==> config.mk <==
export PLATFORM = sky130hd
export DESIGN_NAME = pdsavg_fifo
export DESIGN_NICKNAME = d
export VERILOG_FILES = /design/src/rtl/pdsavg_pkg.sv /design/src/rtl/pdsavg_fifo.sv
export SDC_FILE = /design/constraint.sdc
export NUM_CORES = 1
export LEC_CHECK = 0
export ABC_CLOCK_PERIOD_IN_PS = 3700
export BUFFER_PORTS_ARGS = -buffer_cell sky130_fd_sc_hd__buf_2
export CAP_MARGIN = 20
export CORE_MARGIN = 4
export CORE_UTILIZATION = 55
export DETAILED_ROUTE_END_ITERATION = 12
export GPL_ROUTABILITY_DRIVEN = 0
export HOLD_SLACK_MARGIN = 0.06
export PLACE_DENSITY = 0.81
export SYNTH_ARGS = -nofsm -noshare
export SYNTH_HDL_FRONTEND = slang
export SYNTH_SLANG_ARGS = --single-unit
export TNS_END_PERCENT = 1
==> constraint.sdc <==
create_clock -name clk -period 3.7 [get_ports clk]
set_input_delay 0.555 -clock clk [delete_from_list [all_inputs] [get_ports clk]]
set_output_delay 0.555 -clock clk [all_outputs]
set_load 0.01 [all_outputs]
==> src/rtl/pdsavg_pkg.sv <==
`timescale 1ns / 1ps

package pdsavg_pkg;

    // Configuration register widths and indexes
    localparam int SRC_WIDTH_W     = 12;
    localparam int SRC_HEIGHT_W    = 13;
    localparam int CHANNEL_COUNT_W = 3;
    localparam int CFG_INDEX_W     = 2;
    localparam int CFG_DATA_W      = 13;

    localparam logic [CFG_INDEX_W-1:0] CFG_SRC_WIDTH     = 2'd0;
    localparam logic [CFG_INDEX_W-1:0] CFG_SRC_HEIGHT    = 2'd1;
    localparam logic [CFG_INDEX_W-1:0] CFG_CHANNEL_COUNT = 2'd2;

    localparam logic [SRC_WIDTH_W-1:0]     SRC_WIDTH_RESET     = 12'd2;
    localparam logic [SRC_HEIGHT_W-1:0]    SRC_HEIGHT_RESET    = 13'd2;
    localparam logic [CHANNEL_COUNT_W-1:0] CHANNEL_COUNT_RESET = 3'd4;
    localparam logic [CHANNEL_COUNT_W-1:0] CHANNEL_MAX         = 3'd4;

    // Channel and sum widths
    localparam int NUM_CHAN = 4;
    localparam int CHAN_W   = 8;
    localparam int PSUM_W   = CHAN_W + 1;

    // Queue between front and back
    localparam int QUEUE_DEPTH = 4;
    localparam int QPTR_W      = $clog2(QUEUE_DEPTH);

    typedef struct packed {
        logic [CHAN_W-1:0] chan3;
        logic [CHAN_W-1:0] chan2;
        logic [CHAN_W-1:0] chan1;
        logic [CHAN_W-1:0] chan0;
    } pixel_in_t;

    typedef struct packed {
        logic [CHAN_W-1:0] out3;
        logic [CHAN_W-1:0] out2;
        logic [CHAN_W-1:0] out1;
        logic [CHAN_W-1:0] out0;
        logic              row_end;
        logic              frame_end;
    } pixel_out_t;

    // Work for the back end: store a pair sum, or emit a reduced pixel
    typedef enum logic {
        OP_STORE = 1'b0,
        OP_EMIT  = 1'b1
    } line_op_kind_t;

    typedef struct packed {
        line_op_kind_t                   kind;
        logic                            use_line;
        logic                            row_end;
        logic                            frame_end;
        logic [NUM_CHAN-1:0][PSUM_W-1:0] hsum;
    } line_op_t;

endpackage

==> src/rtl/pdsavg_fifo.sv <==
`timescale 1ns / 1ps

module pdsavg_fifo import pdsavg_pkg::*; #(
    parameter int DATA_W = 48
) (
    input  logic              clk,
    input  logic              rst_n,
    input  logic              push_valid,
    output logic              push_ready,
    input  logic [DATA_W-1:0] push_data,
    output logic              pop_valid,
    input  logic              pop_ready,
    output logic [DATA_W-1:0] pop_data
);

    logic [DATA_W-1:0] slot_reg [QUEUE_DEPTH];
    logic [QPTR_W-1:0] wr_ptr_reg, wr_ptr_next;
    logic [QPTR_W-1:0] rd_ptr_reg, rd_ptr_next;
    logic [QPTR_W:0]   count_reg, count_next;
    logic              do_push, do_pop;

    assign push_ready = count_reg != (QPTR_W + 1)'(QUEUE_DEPTH);
    assign pop_valid  = count_reg != '0;
    assign pop_data   = slot_reg[rd_ptr_reg];
    assign do_push    = push_valid && push_ready;
    assign do_pop     = pop_valid && pop_ready;

    // Pointer and occupancy update
    always_comb
    begin
        wr_ptr_next = do_push ? wr_ptr_reg + QPTR_W'(1) : wr_ptr_reg;
        rd_ptr_next = do_pop ? rd_ptr_reg + QPTR_W'(1) : rd_ptr_reg;
        count_next  = count_reg;
        if (do_push && !do_pop)
            count_next = count_reg + (QPTR_W + 1)'(1);
        else if (!do_push && do_pop)
            count_next = count_reg - (QPTR_W + 1)'(1);
    end

    always_ff @(posedge clk or negedge rst_n)
    begin
        if (!rst_n)
        begin
            wr_ptr_reg <= '0;
            rd_ptr_reg <= '0;
            count_reg  <= '0;
        end
        else
        begin
            wr_ptr_reg <= wr_ptr_next;
            rd_ptr_reg <= rd_ptr_next;
            count_reg  <= count_next;
        end
    end

    // Entry storage
    always_ff @(posedge clk)
    begin
        if (do_push)
            slot_reg[wr_ptr_reg] <= push_data;
    end

endmodule

==> metrics.md <==
| Metric | Value |
|---|---|
| Number of flip-flops in the largest register | `192` |
| Outcome | `finished clean` |
| Max Slew Vio Count | `0` |
| Req. time, crit path | `3.14 ns` |
| Starting density of the core | `0.5604` |
| Largest net degree at the start of global routing | `37` |
| # hold bufs at CTS | `1` |
| Hold_ws | `0.3350 ns` |
| Layout Skew | `0.007881 ns` |
| Chip height | `123.9 um` |
| Placed cell area | `0.008109 mm2` |
| Maximum buffer depth of the clock tree | `2` |
| Area contributors post-synth | `edfxtp_1 78%, mux4_2 15%, dfrtp_1 2.4%` |
| Setup_tns | `0 ns` |
| # port buffers | `101` |
| CTS tree | `yes` |
| Crit path max fanout | `29` |
| Initial antenna violation count | `0` |
| Finished Cell Area | `0.008615 mm2` |
| Core ar. | `0.01319 mm2` |
| Htree depth | `4` |
| Nets | `460` |
| Leak | `2.946 nW` |
| Synth cell types | `19` |
| Final period util | `0.7381` |
| Slew Limit Headroom | `0.5780` |
| Critical Path AT | `2.18 ns` |
| Startpoint types | `register` |
| Commonest non-fill, non-tap cells in the layout | `192 x edfxtp_1, 101 x buf_2, 48 x mux4_2, 17 x clkbuf_16, 6 x buf_12` |
| Row count | `42` |
| DRC | `0` |
| First-pass GRT wire length | `19400 um` |
| YS warnings | `0` |
| DP HPWL | `7882 um` |
| CP Capture Type | `output port` |
| Core Util, Final | `0.6531` |
| GRT Total Usage | `0.1807` |
| Setup-failing EPs final | `0` |
| Post-cts resize count | `0` |
| Peak VDD IR | `0.4124 mV` |
| Post-CTS setup buffers | `0` |
| Placed Cells | `558` |
| Clk_lat worst skew | `0.43 ns` |
| Max cap viols | `0` |
| Post-layout minimum cycle time | `2.731 ns` |
| Starting DRT DRC Count | `250` |
| Synth Instances | `286` |
| Overall Power | `6.743 mW` |
| Total power per unit cell area | `782.8 mW/mm2` |
| Pin slew with the least headroom to its limit | `0.6330 ns` |
| Area leader, netlist | `edfxtp_1` |
| Die X | `123.9 um` |
| Sequential area share after synthesis | `0.8037` |
| Layout cell share with drive strength beyond 1 | `0.4563` |
| Clk pin slew, worst setup/hold paths | `0.07 ns` |
| Total gr overflow | `0` |
| Hold Crit Class | `primary input to register` |
| Pre-CTS WS | `1.347 ns` |
| Die area | `0.01536 mm2` |
| Wirelength, routed | `12760 um` |
| Synth Register Bits | `199` |
| Clock Tree Root | `clkbuf_16` |
| Post-synth net total | `344` |
| Routed via count | `3262` |
| Final Instance Count excl. Fillers | `588` |
| Number of global-route vias before repair | `3513` |
| Leading cell type in the layout, fill and taps excluded | `edfxtp_1` |
| Mean Syn Cell Area | `25.85 um2` |
| Final worst slack | `0.9689 ns` |
| Max Clock Freq | `0.3662 GHz` |
| Final hold violation count | `0` |
| CTS buffer count | `17` |
| Clock sinks | `199` |
| Antenna diodes | `0` |
| Top Ports | `102` |
| Critical path type | `register to output port` |
| RSZ-0062 raised after global routing | `no` |
| Routed wire per std cell | `21.70 um` |
| Drt via density | `5.548` |
| DRT Pass-1 Iters | `4` |
| Post-DRT Antenna Nets | `0` |
| Synth Cell Area | `0.007392 mm2` |
| Yosys top cell area share | `0.7800` |
| Layout area overhead | `16.54%` |
-- layout make-up --
| class | count | area, um2 |
|---|---|---|
| Clock buffer | 20 | 436.7 |
| Clock inverter | 9 | 58.81 |
| Fill cell | 877 | 4576 |
| Inverter | 3 | 11.26 |
| Multi-Input combinational cell | 73 | 1306 |
| Sequential cell | 199 | 5946 |
| Tap cell | 176 | 220.2 |
| Timing Repair Buffer | 108 | 635.6 |
-- critical path, cell delays in order, from the launching register on --
cell and delay (ns):
dfrtp_4 0.71, buf_12 0.32, mux4_2 0.54, buf_2 0.16
-- where the power goes --
group	internal, mW	switching (mW)
Sequential	2.99	0.242
Combinational	0.971	0.971
Clock	0.842	0.732
Total	4.80	1.94
-- cells in the mapped netlist, drive strengths merged --
cell type,count
ha,5
or3,1
xor2,2
a21boi,1
nand2,2
mux2,2
and2,4
edfxtp,192
nor2,2
fa,1
inv,3
nand3,1
xnor2,4
mux4,48
dfrtp,7
buf,11
-- worst paths after layout --
kind	to	startpoint	slack (ns)	cells past startpoint
setup / recovery	pop_data[31]	rd_ptr_reg[0]	0.97	3
hold / removal	slot_reg[2][27]	push_data[27]	0.34	1
setup reg to reg	count_reg[2]	count_reg[0]	1.49	8
hold reg to reg	count_reg[2]	count_reg[2]	0.54	1
max in group asynchronous	rd_ptr_reg[0]	rst_n	3.01	2
min in group asynchronous	wr_ptr_reg[1]	rst_n	0.51	2
-- per-layer routing --
layer	wire length, um	track usage	up-vias	share of wire
met3	840	0.05767	16	0.066
li1	-	-	1439	-
met4	191	0.06776	0	0.015
met5	0	0	-	0
met1	5040	0.2303	1708	0.40
met2	6685	0.2947	99	0.52
-- cells by family after synthesis --
group | count (synthesis) | synth area share
AOI/OAI and AO/OA | 1 | 0.001523
and+or+nand+nor | 10 | 0.006940
adders and majority gates | 6 | 0.01117
DFF | 199 | 0.8037
buffers and inverters | 14 | 0.02031
muxes | 50 | 0.1493
xor gates and xnor gates | 6 | 0.007109
(Power assumes the default switching activity.)
