<file path="src/rtl/pdsavg_pkg.sv">
`timescale 1ns / 1ps

package pdsavg_pkg;

    // Configuration register widths and indexes
    localparam int SRC_WIDTH_W     = 12;
    localparam int SRC_HEIGHT_W    = 13;
    localparam int CHANNEL_COUNT_W = 3;
    localparam int CFG_INDEX_W     = 2;
    localparam int CFG_DATA_W      = 13;

    localparam logic [CFG_INDEX_W-1:0] CFG_SRC_WIDTH     = 2'd0;
    localparam logic [CFG_INDEX_W-1:0] CFG_SRC_HEIGHT    = 2'd1;
    localparam logic [CFG_INDEX_W-1:0] CFG_CHANNEL_COUNT = 2'd2;

    localparam logic [SRC_WIDTH_W-1:0]     SRC_WIDTH_RESET     = 12'd2;
    localparam logic [SRC_HEIGHT_W-1:0]    SRC_HEIGHT_RESET    = 13'd2;
    localparam logic [CHANNEL_COUNT_W-1:0] CHANNEL_COUNT_RESET = 3'd4;
    localparam logic [CHANNEL_COUNT_W-1:0] CHANNEL_MAX         = 3'd4;

    // Channel and sum widths
    localparam int NUM_CHAN = 4;
    localparam int CHAN_W   = 8;
    localparam int PSUM_W   = CHAN_W + 1;

    // Queue between front and back
    localparam int QUEUE_DEPTH = 4;
    localparam int QPTR_W      = $clog2(QUEUE_DEPTH);

    typedef struct packed {
        logic [CHAN_W-1:0] chan3;
        logic [CHAN_W-1:0] chan2;
        logic [CHAN_W-1:0] chan1;
        logic [CHAN_W-1:0] chan0;
    } pixel_in_t;

    typedef struct packed {
        logic [CHAN_W-1:0] out3;
        logic [CHAN_W-1:0] out2;
        logic [CHAN_W-1:0] out1;
        logic [CHAN_W-1:0] out0;
        logic              row_end;
        logic              frame_end;
    } pixel_out_t;

    // Work for the back end: store a pair sum, or emit a reduced pixel
    typedef enum logic {
        OP_STORE = 1'b0,
        OP_EMIT  = 1'b1
    } line_op_kind_t;

    typedef struct packed {
        line_op_kind_t                   kind;
        logic                            use_line;
        logic                            row_end;
        logic                            frame_end;
        logic [NUM_CHAN-1:0][PSUM_W-1:0] hsum;
    } line_op_t;

endpackage

</file>
<file path="src/rtl/pdsavg_front.sv">
`timescale 1ns / 1ps

module pdsavg_front import pdsavg_pkg::*; #(
    parameter int MAX_WIDTH  = 2048,
    parameter int MAX_HEIGHT = 4096,
    parameter int SLOT_W     = 10
) (
    input  logic                    clk,
    input  logic                    rst_n,
    input  logic [SRC_WIDTH_W-1:0]  src_width,
    input  logic [SRC_HEIGHT_W-1:0] src_height,
    input  logic                    in_valid,
    output logic                    in_ready,
    input  pixel_in_t               in_data,
    output logic                    push_valid,
    input  logic                    push_ready,
    output line_op_t                push_op,
    output logic [SLOT_W-1:0]       push_slot
);

    localparam int CNT_W  = (MAX_WIDTH > 1) ? $clog2(MAX_WIDTH) : 1;
    localparam int RCNT_W = (MAX_HEIGHT > 1) ? $clog2(MAX_HEIGHT) : 1;
    localparam int WCW    = (CNT_W + 1 > SRC_WIDTH_W) ? CNT_W + 1 : SRC_WIDTH_W;
    localparam int HCW    = (RCNT_W + 1 > SRC_HEIGHT_W) ? RCNT_W + 1 : SRC_HEIGHT_W;

    logic [CNT_W-1:0]                col_reg, col_next;
    logic [RCNT_W-1:0]               row_reg, row_next;
    logic [NUM_CHAN-1:0][CHAN_W-1:0] held_reg, held_next;

    logic [WCW-1:0]                  w_ext, w_eff;
    logic [HCW-1:0]                  h_ext, h_eff;
    logic                            last_col, last_row;
    logic                            accept, hold_only;
    logic [NUM_CHAN-1:0][CHAN_W-1:0] pix;
    logic [NUM_CHAN-1:0][PSUM_W-1:0] hsum;
    logic [CNT_W-1:0]                slot_wide;

    // Geometry saturated into the supported range
    assign w_ext = WCW'(src_width);
    assign h_ext = HCW'(src_height);
    assign w_eff = (w_ext == '0) ? WCW'(1) :
                   ((w_ext > WCW'(MAX_WIDTH)) ? WCW'(MAX_WIDTH) : w_ext);
    assign h_eff = (h_ext == '0) ? HCW'(1) :
                   ((h_ext > HCW'(MAX_HEIGHT)) ? HCW'(MAX_HEIGHT) : h_ext);

    assign last_col = (WCW'(col_reg) + WCW'(1)) >= w_eff;
    assign last_row = (HCW'(row_reg) + HCW'(1)) >= h_eff;

    assign pix = {in_data.chan3, in_data.chan2, in_data.chan1, in_data.chan0};

    // Horizontal pair sum; a lone last column counts twice
    always_comb
    begin
        for (int j = 0; j < NUM_CHAN; j++)
        begin
            if (col_reg[0])
                hsum[j] = {1'b0, held_reg[j]} + {1'b0, pix[j]};
            else
                hsum[j] = {pix[j], 1'b0};
        end
    end

    assign in_ready  = push_ready;
    assign accept    = in_valid && in_ready;
    assign hold_only = !col_reg[0] && !last_col;

    // Classify the pixel for the back end
    assign slot_wide  = col_reg >> 1;
    assign push_slot  = slot_wide[SLOT_W-1:0];
    assign push_valid = accept && !hold_only;

    always_comb
    begin
        push_op.kind      = (!row_reg[0] && !last_row) ? OP_STORE : OP_EMIT;
        push_op.use_line  = row_reg[0];
        push_op.row_end   = last_col;
        push_op.frame_end = last_col && last_row;
        push_op.hsum      = hsum;
    end

    // Raster position and held even-column pixel
    always_comb
    begin
        col_next  = col_reg;
        row_next  = row_reg;
        held_next = held_reg;
        if (accept)
        begin
            if (last_col)
            begin
                col_next = '0;
                row_next = last_row ? '0 : row_reg + RCNT_W'(1);
            end
            else
            begin
                col_next = col_reg + CNT_W'(1);
            end
            if (hold_only)
                held_next = pix;
        end
    end

    always_ff @(posedge clk or negedge rst_n)
    begin
        if (!rst_n)
        begin
            col_reg  <= '0;
            row_reg  <= '0;
            held_reg <= '0;
        end
        else
        begin
            col_reg  <= col_next;
            row_reg  <= row_next;
            held_reg <= held_next;
        end
    end

endmodule

</file>
<file path="config.mk">
export PLATFORM = sky130hd
export DESIGN_NAME = pdsavg_front
export DESIGN_NICKNAME = d
export VERILOG_FILES = /design/src/rtl/pdsavg_pkg.sv /design/src/rtl/pdsavg_front.sv
export SDC_FILE = /design/constraint.sdc
export NUM_CORES = 1
export LEC_CHECK = 0
export BUFFER_PORTS_ARGS = -buffer_cell sky130_fd_sc_hd__buf_2
export CAP_MARGIN = 15
export CORE_MARGIN = 5
export CORE_UTILIZATION = 40
export CTS_BUF_LIST = sky130_fd_sc_hd__clkbuf_16
export CTS_CLUSTER_DIAMETER = 30
export DETAILED_ROUTE_END_ITERATION = 10
export GPL_ROUTABILITY_DRIVEN = 1
export GPL_TIMING_DRIVEN = 1
export SYNTH_ARGS = -nofsm -noshare
export SYNTH_HDL_FRONTEND = slang
export SYNTH_SLANG_ARGS = --single-unit
export TNS_END_PERCENT = 30
</file>
<file path="constraint.sdc">
create_clock -name clk -period 3.45 [get_ports clk]
set_clock_uncertainty 0.1 [all_clocks]
set_input_delay 0.69 -clock clk [delete_from_list [all_inputs] [get_ports clk]]
set_output_delay 0.69 -clock clk [all_outputs]
set_load 0.02 [all_outputs]
</file>
==> flow_summary.yaml, run 1 <==
worst_setup_path:
  rr_endpoint: "held_reg[24]"
  r2r_cells: 13
  regToRegSetupSlack_ns: 0.23
  cp.required_ns: 2.66
  end_kind: "primary output"
  crit_arrival_ns: 2.72
  crit-reg2reg-launch: "col_reg[7]"
  worstSetupStartpointType: "flip-flop"
  critPathKind: "reg -> out"
  cp_max_fo: 4
floorplanning:
  core_area_um2: 12100
  start_util: 0.410
  io_pins: 113
  chipWidth_um: 121
  die_area_um2: 14700
  row_count: 40
  die_y_um: 121
timing:
  relSlewSlack: 0.390
  finalSetupViolations: 2
  hold_viol: 0
  whs_ns: 0.400
  min_period_ns: 3.51
  timing_worst_slew_pin_value_ns: 0.915
  rsz0062_at_grt: "yes"
  clock.fmax_mhz: 285
  setup_ws_ns: -0.0619
  fin_crit_sh: 1.02
  final_max_slew_viol_count: 0
synthesis:
  synth-async-reset-ratio: 1.00
  synth_area_leader_cell: "dfrtp_1"
  avgSynthCellArea_um2: 8.65
  yosysTopAreaCellShare: 0.277
  ys.flop_type: "dfrtp_1"
  synth_cells: 574
  synth_area_leaders: "dfrtp_1, ha_1, mux2_2, nand2_1, xnor2_1"
  yosysMostFrequentCell: "nand2_1"
  yosys_warnings: 0
  netlist_area_um2: 4960
  synth.distinct_cells: 51
  syn_nets: 698
  ys_seq_area_frac: 0.277
  synth_edf_count: 0
  synth-seq-cells: 55
  synth_common_cells: "nand2_1, ha_1, dfrtp_1"
grt:
  antenna_found_initial: 1
  grt_pass1_vias: 4465
  grt.overflow.total: 0
  grt_max_degree: 47
  track_usage: 0.167
  grt_pass1_wl_um: 20400
power:
  ir_drop_mv: 0.233
  power_density_nw_per_um2: 587
  p_leak_uw: 0.00298
cells_and_area:
  final_util: 0.514
  syn2layout_area_growth_pct: 25.3
  nNetsFinal: 819
  instances_no_fill: 865
  drive_above_1_share: 0.342
  fin_area_um2: 6220
  largest_reg_flops: 32
detailed_routing:
  wire_per_inst_um: 14.3
  route.met2.wl_um: 6120
  firstDrtPassIters: 4
  vias_per_cell: 5.17
  wl_met3_um: 553
  drc: 0
  routed.top_layer: "met4"
  met1Wirelength_um: 5500
  drt-total-wl_um: 12400
  drt_iter0_drc: 166
  antenna_left: 0
  dr_total_vias: 4475
placement:
  hpwl_um: 9390
  place_inst: 840
  portBuffers: 112
  post_dp_cell_area_um2: 5710
  gp_congestion: 0.847
clock_network:
  worstSkewPairLatency_ns: 0.29
  root_buffer: "clkbuf_16"
  cts-buffers-inserted: 5
  cts.sinks: 55
  clkTransAtPathRegs_ns: 0.07
  cts_tree: "built"
  htree_levels: 2
  ctsHoldBuffers: 0
  clockBufferDepth: 2
worst_hold_path:
  hold_class: "reg -> reg"
  min_to: "held_reg[6]"
  min_from: "held_reg[6]"
  min_delay_path_depth: 1
run:
  cap_violations: 0
outcome:
  failed_checks: "setup timing"
  outcome: "complete, but fails checks"
-- per-layer routing --
metal	up-vias	GRT usage
met1	2119	0.206
met2	81	0.302
met4	0	0.0462
li1	2261	-
met5	-	0
met3	14	0.0256
-- placed cells by master, fill, tap and decap left out, types with 3 or more instances in the layout --
cell	n
buf_2	107
nand2_1	77
ha_1	56
dfrtp_1	50
nor2_1	45
buf_4	36
mux2_2	35
o21ai_0	34
inv_1	29
xnor2_1	21
a21oi_1	13
a21o_1	12
nor2b_1	10
nor3_1	10
a22o_1	8
a31oi_1	7
a221o_1	6
nand3_1	6
o21ai_1	6
buf_6	6
mux2i_1	5
xnor2_2	5
and2_1	5
a21oi_2	5
a211oi_1	5
clkbuf_16	5
dfrtp_2	5
nand4_1	4
nor2_4	4
xor2_1	4
nand4b_1	4
o311ai_0	4
o31ai_1	4
nand3_2	3
nand2_2	3
nor4_1	3
nor4b_1	3
o31a_1	3
-- worst max-delay path by stage --
stage	to	depth (start not counted)	start	slack, ns
6_report	push_op[39]	13	row_reg[0]	-0.06
2_1_floorplan	push_op[39]	13	row_reg[0]	0.02
3_3_place_gp	push_op[26]	11	in_data[16]	0.06
3_5_place_dp	push_valid	12	src_width[1]	-0.04
5_1_grt	push_op[39]	13	row_reg[1]	-0.23
4_1_cts	push_op[36]	12	row_reg[1]	-0.06
-- layout make-up --
cell class / instances / area, um2
Timing Repair Buffer: 151 / 908
Sequential cell: 55 / 1380
Clock inverter: 3 / 11.3
Fill cell: 1174 / 5890
Inverter: 28 / 105
Antenna cell: 1 / 2.50
Multi-Input combinational cell: 454 / 3480
Tap cell: 168 / 210
Clock buffer: 5 / 125
-- worst max-delay path, stage by stage, from the launching register on --
cell	delay, ns
dfrtp_1	0.37
ha_2	0.20
nand3_2	0.08
or2_4	0.27
nor2_4	0.10
nand2_2	0.08
xnor2_2	0.15
ha_1	0.32
a21oi_2	0.13
o21ai_1	0.08
a21oi_2	0.17
o21ai_4	0.11
or2_4	0.24
buf_6	0.13
-- metrics by stage --
step | power (uW) | setup WS, ns | setup TNS (ns)
after CTS | 3620 | -0.0621 | -0.169
final | 3650 | -0.0619 | -0.0739
after global routing | 3970 | -0.227 | -0.650
after global placement | 3000 | 0.0624 | 0
after floorplan | 2480 | 0.0237 | 0
after detailed placement | 3050 | -0.0428 | -0.0557
-- power breakdown --
group	internal [uW]	switching, uW
logic	1020	1230
clock network	262	228
registers	819	97.7
total	2100	1550
-- cell families after synthesis --
group,count (synthesis),synth area share
xor gates and xnor gates,31,0.0547
DFF,55,0.277
AOI/OAI and AO/OA,124,0.165
muxes,42,0.0940
adders and majority gates,63,0.165
buffers and inverters,65,0.0638
and+or+nand+nor,194,0.181
-- timing repair --
action | in CTS | in global routing
pin swaps | 14 | 25
endpoints found under the setup margin | 5 | 41
resized for setup | 42 | 31
setup buffers | 8 | 8
Note: power is estimated with default switching activity, not from simulation.
==> inputs of run 2 (changes only) <==
SLEW_MARGIN = 25   (was unset)
clock period = 2.9 ns   (was 3.45 ns; I/O delays follow)
==> run 2 against run 1 <==
  * The run still ends with setup timing left
  * Via count rose by 8.3%
  * Total power rose by 35%
  * Worst hold slack got worse by 0.22 ns
  * Global-route usage rose by 1.9 points
  * Sequential power rose by 21%
  * Critical endpoint unchanged
  * Largest power group unchanged
==> flow_summary.yaml, run 2 (synthesis results as in run 1) <==
outcome:
  outcome: "complete, but fails checks"
  failed_checks: "setup timing"
detailed_routing:
  dr_total_vias: 4845
  firstDrtPassIters: 5
  drc: 0
  drt_iter0_drc: 207
  drt-total-wl_um: 13800
  vias_per_cell: 5.12
  antenna_left: 0
  wire_per_inst_um: 14.6
worst_setup_path:
  slowest_delay_ns: 0.43
  worst_path_max_delay_cell: "or3_4"
  cp_max_fo: 4
  cp.required_ns: 2.22
  critPathKind: "reg -> out"
  cp_top_family: "simple AND/OR/NAND/NOR gates"
  crit_arrival_ns: 2.71
  regToRegSetupSlack_ns: -0.38
  end_kind: "primary output"
  cp.buffers_inverters: 1
  worstSetupStartpointType: "flip-flop"
  cp_cell_sequence: "nand4_1, or3_4, nor2_2, xor2_1, ha_1, nand2_1, o21ai_1, a21oi_2, o21ai_4, or2_4, buf_6"
worst_hold_path:
  hold_class: "in -> async"
grt:
  antenna_found_initial: 0
  grt.overflow.total: 0
  grt_pass1_vias: 4899
  grt_max_degree: 46
  grt_pass1_wl_um: 22500
  track_usage: 0.186
clock_network:
  worstSkewPairLatency_ns: 0.30
  cts.sinks: 55
  cts-buffers-inserted: 5
  clockBufferDepth: 2
  cts_tree: "built"
  clkTransAtPathRegs_ns: 0.07
  root_buffer: "clkbuf_16"
  htree_levels: 2
placement:
  gp_congestion: 0.833
  place_inst: 907
  post_dp_cell_area_um2: 6320
  portBuffers: 112
  hpwl_um: 9680
cells_and_area:
  fin_area_um2: 7260
  layout_commonest_cell: "buf_4"
  num_antenna_cells: 0
  largest_reg_flops: 32
  drive_above_1_share: 0.443
  multi_input_area_um2: 3760
  instances_no_fill: 946
  layout_common_cells: "buf_4, buf_2, nand2_1, dfrtp_1, ha_1"
  n_fill_cell: 1097
  nNetsFinal: 901
  seq_area_um2: 1380
  syn2layout_area_growth_pct: 46.2
timing:
  relSlewSlack: 0.598
  setup_ws_ns: -0.485
  whs_ns: 0.181
  fin_crit_sh: 1.17
  timing_worst_slew_pin_value_ns: 0.604
  final_max_slew_viol_count: 0
  hold_viol: 0
  min_period_ns: 3.39
  clock.fmax_mhz: 295
  finalSetupViolations: 44
  finalSetupTns_ns: -11.38
  rsz0062_at_grt: "yes"
floorplanning:
  core_area_um2: 12100
  row_count: 40
  chipWidth_um: 121
  io_pins: 113
  die_y_um: 121
  start_util: 0.410
  die_area_um2: 14700
power:
  power_density_nw_per_um2: 681
  p_leak_uw: 0.00355
  ir_drop_mv: 0.329
run:
  cap_violations: 0
[run 2: changes by cell type in the layout (fill, tap and decap cells not counted), moves of 6 or more]
cell and delta:
buf_6 +9, mux2_4 +27, buf_4 +74, o21ai_0 -7
nor2_1 -6, buf_12 +6, buf_2 -8, mux2_2 -25
[run 2: worst paths after layout]
path,to,from,depth (start not counted)
max,push_op[39],row_reg[2],11
min,held_reg[6],rst_n,1
max reg2reg,held_reg[26],col_reg[3],15
min reg2reg,held_reg[5],held_reg[5],1
max in group asynchronous,col_reg[0],rst_n,2
min in group clk,held_reg[5],held_reg[5],1
[run 2: repair_timing]
item | CTS | global route
pin swaps | 47 | 24
endpoints found under the setup margin | 69 | 73
hold buffers | 0 | 0
gates cloned | 3 | 0
gates resized for setup | 97 | 45
setup buffers | 20 | 12
[run 2: per-layer routing]
layer,share of wire,global-route usage,vias up
met5,0,0,-
met3,0.034,0.0261,17
met2,0.49,0.317,88
li1,-,-,2438
met4,0.018,0.0567,0
met1,0.46,0.244,2302
[run 2: final cells by class]
class	count	area share
flip-flops and latches	55	0.190
multi-input cells	454	0.517
clock buffers	5	0.0172
clock inverters	3	0.00155
inverters	28	0.0145
well taps	168	0.0290
repair buffers	233	0.230
[run 2: where the power goes]
part	total (uW)	leakage, uW	internal [uW]	switching [uW]
sequential	1110	0.000665	976	136
clock	601	0.0000701	313	288
combinational	3230	0.00282	1610	1620
[run 2: metrics by stage]
stage          utilization  total power, uW  setup slack (ns)
2_1_floorplan            -             3000           -0.0980
3_5_place_dp         0.521             3850            -0.318
5_1_grt              0.599             5330            -0.609
6_report             0.599             4940            -0.485
3_3_place_gp         0.521             3780            -0.270
4_1_cts              0.582             4820            -0.501
==> inputs of run 3 (changes only) <==
MAX_ROUTING_LAYER = met4   (was unset)
==> run 3 against run 2 <==
  * The run still ends with setup timing left
  * Setup slack about the same
  * Global-route usage up 0.53 points
  * Routed wire length about the same
  * Sequential power about the same
  * Total power about the same
  * Critical path type unchanged
  * Largest cell class unchanged
==> flow_summary.yaml, run 3 (synthesis results as in run 1) <==
clock_network:
  root_buffer: "clkbuf_16"
  cts_tree: "built"
  clockBufferDepth: 2
  cts-buffers-inserted: 5
  ctsHoldBuffers: 0
  worstSkewPairLatency_ns: 0.30
  clkTransAtPathRegs_ns: 0.07
  htree_levels: 2
  cts.sinks: 55
worst_setup_path:
  end_kind: "primary output"
  cp_max_fo: 4
  rr_endpoint: "held_reg[26]"
  crit-reg2reg-launch: "col_reg[3]"
  regToRegSetupSlack_ns: -0.37
  worstSetupStartpointType: "flip-flop"
  critPathKind: "reg -> out"
  cp.required_ns: 2.22
  crit_arrival_ns: 2.70
  r2r_cells: 15
placement:
  dpl_worst_slack_ns: -0.318
  place_inst: 907
  portBuffers: 112
  hpwl_um: 9680
  post_dp_cell_area_um2: 6320
  gp_congestion: 0.845
cells_and_area:
  largest_reg_flops: 32
  instances_no_fill: 946
  drive_above_1_share: 0.443
  n_fill_cell: 1097
  layout_commonest_cell: "buf_4"
  num_antenna_cells: 0
  syn2layout_area_growth_pct: 46.2
  layout_common_cells: "buf_4, buf_2, nand2_1, dfrtp_1, ha_1"
  nNetsFinal: 901
  fin_area_um2: 7260
floorplanning:
  start_util: 0.410
  core_area_um2: 12100
  io_pins: 113
  die_area_um2: 14700
  die_y_um: 121
  row_count: 40
  chipWidth_um: 121
power:
  p_leak_uw: 0.00355
  ir_drop_mv: 0.329
  power_density_nw_per_um2: 681
timing:
  finalSetupViolations: 44
  hold_viol: 0
  relSlewSlack: 0.595
  fin_crit_sh: 1.17
  final_max_slew_viol_count: 0
  rsz0062_at_grt: "yes"
  min_period_ns: 3.38
  setup_ws_ns: -0.485
  clock.fmax_mhz: 295
  whs_ns: 0.183
  timing_worst_slew_pin_value_ns: 0.607
detailed_routing:
  antenna_left: 0
  vias_per_cell: 5.11
  drc: 0
  firstDrtPassIters: 4
  wire_per_inst_um: 14.6
  drt_iter0_drc: 196
  dr_total_vias: 4834
  drt-total-wl_um: 13800
outcome:
  outcome: "complete, but fails checks"
  failed_checks: "setup timing"
grt:
  antenna_found_initial: 0
  track_usage: 0.192
  grt.overflow.total: 0
  grt_pass1_wl_um: 22500
  grt_pass1_vias: 4899
  grt_max_degree: 46
run:
  cap_violations: 0
worst_hold_path:
  hold_class: "in -> async"
## run 3: timing repair
action / 4_1_cts / 5_1_grt
resized for setup: 97 / 45
setup endpoints to repair: 69 / 73
pin swaps: 47 / 24
cloned: 3 / 0
buffers inserted: 20 / 12
## run 3: worst max-delay path by stage
stage            startpoint     endpoint  slack [ns]  depth (start not counted)
2_1_floorplan    row_reg[0]  push_op[39]        -0.1                         13
3_3_place_gp   src_width[7]  held_reg[3]       -0.27                         12
3_5_place_dp   src_width[7]  held_reg[2]       -0.32                         12
4_1_cts          row_reg[1]  push_op[39]       -0.50                         13
5_1_grt          row_reg[1]  push_op[39]       -0.61                         11
6_report         row_reg[2]  push_op[39]       -0.48                         11
## run 3: stage by stage
step	utilization	setup TNS [ns]	total power, uW
4_1_cts	0.582	-13.07	4820
5_1_grt	0.599	-19.87	5330
2_1_floorplan	-	-2.45	3000
3_3_place_gp	0.521	-12.81	3780
6_report	0.599	-11.14	4940
3_5_place_dp	0.521	-16.20	3850
## run 3: area by class of cell
class                           count  area [um2]  share of cell area
Tap cell                          168         210              0.0290
Clock buffer                        5         125              0.0172
Inverter                           28         105              0.0145
Clock inverter                      3        11.3             0.00155
Multi-Input combinational cell    454        3760               0.517
Timing Repair Buffer              233        1670               0.230
Sequential cell                    55        1380               0.190
## run 3: routing by layer
metal	global-route usage	routed length (um)	share of wire	up-vias
met2	0.317	6730	0.49	89
met4	0.0567	228	0.017	0
met5	-	0	0	-
li1	-	-	-	2436
met3	0.0266	489	0.036	14
met1	0.244	6330	0.46	2295
## run 3: where the power goes
group          switching [uW]  total [uW]  internal [uW]
clock                     287         600            313
sequential                135        1110            976
combinational            1620        3230           1610
total                    2040        4940           2900
## run 3: critical path, stage by stage (launching register included)
cell,delay [ns]
dfrtp_1,0.40
nand4_1,0.16
or3_4,0.43
nor2_2,0.12
xor2_1,0.21
ha_1,0.26
nand2_1,0.09
o21ai_1,0.09
a21oi_2,0.15
o21ai_4,0.11
or2_4,0.24
buf_6,0.13
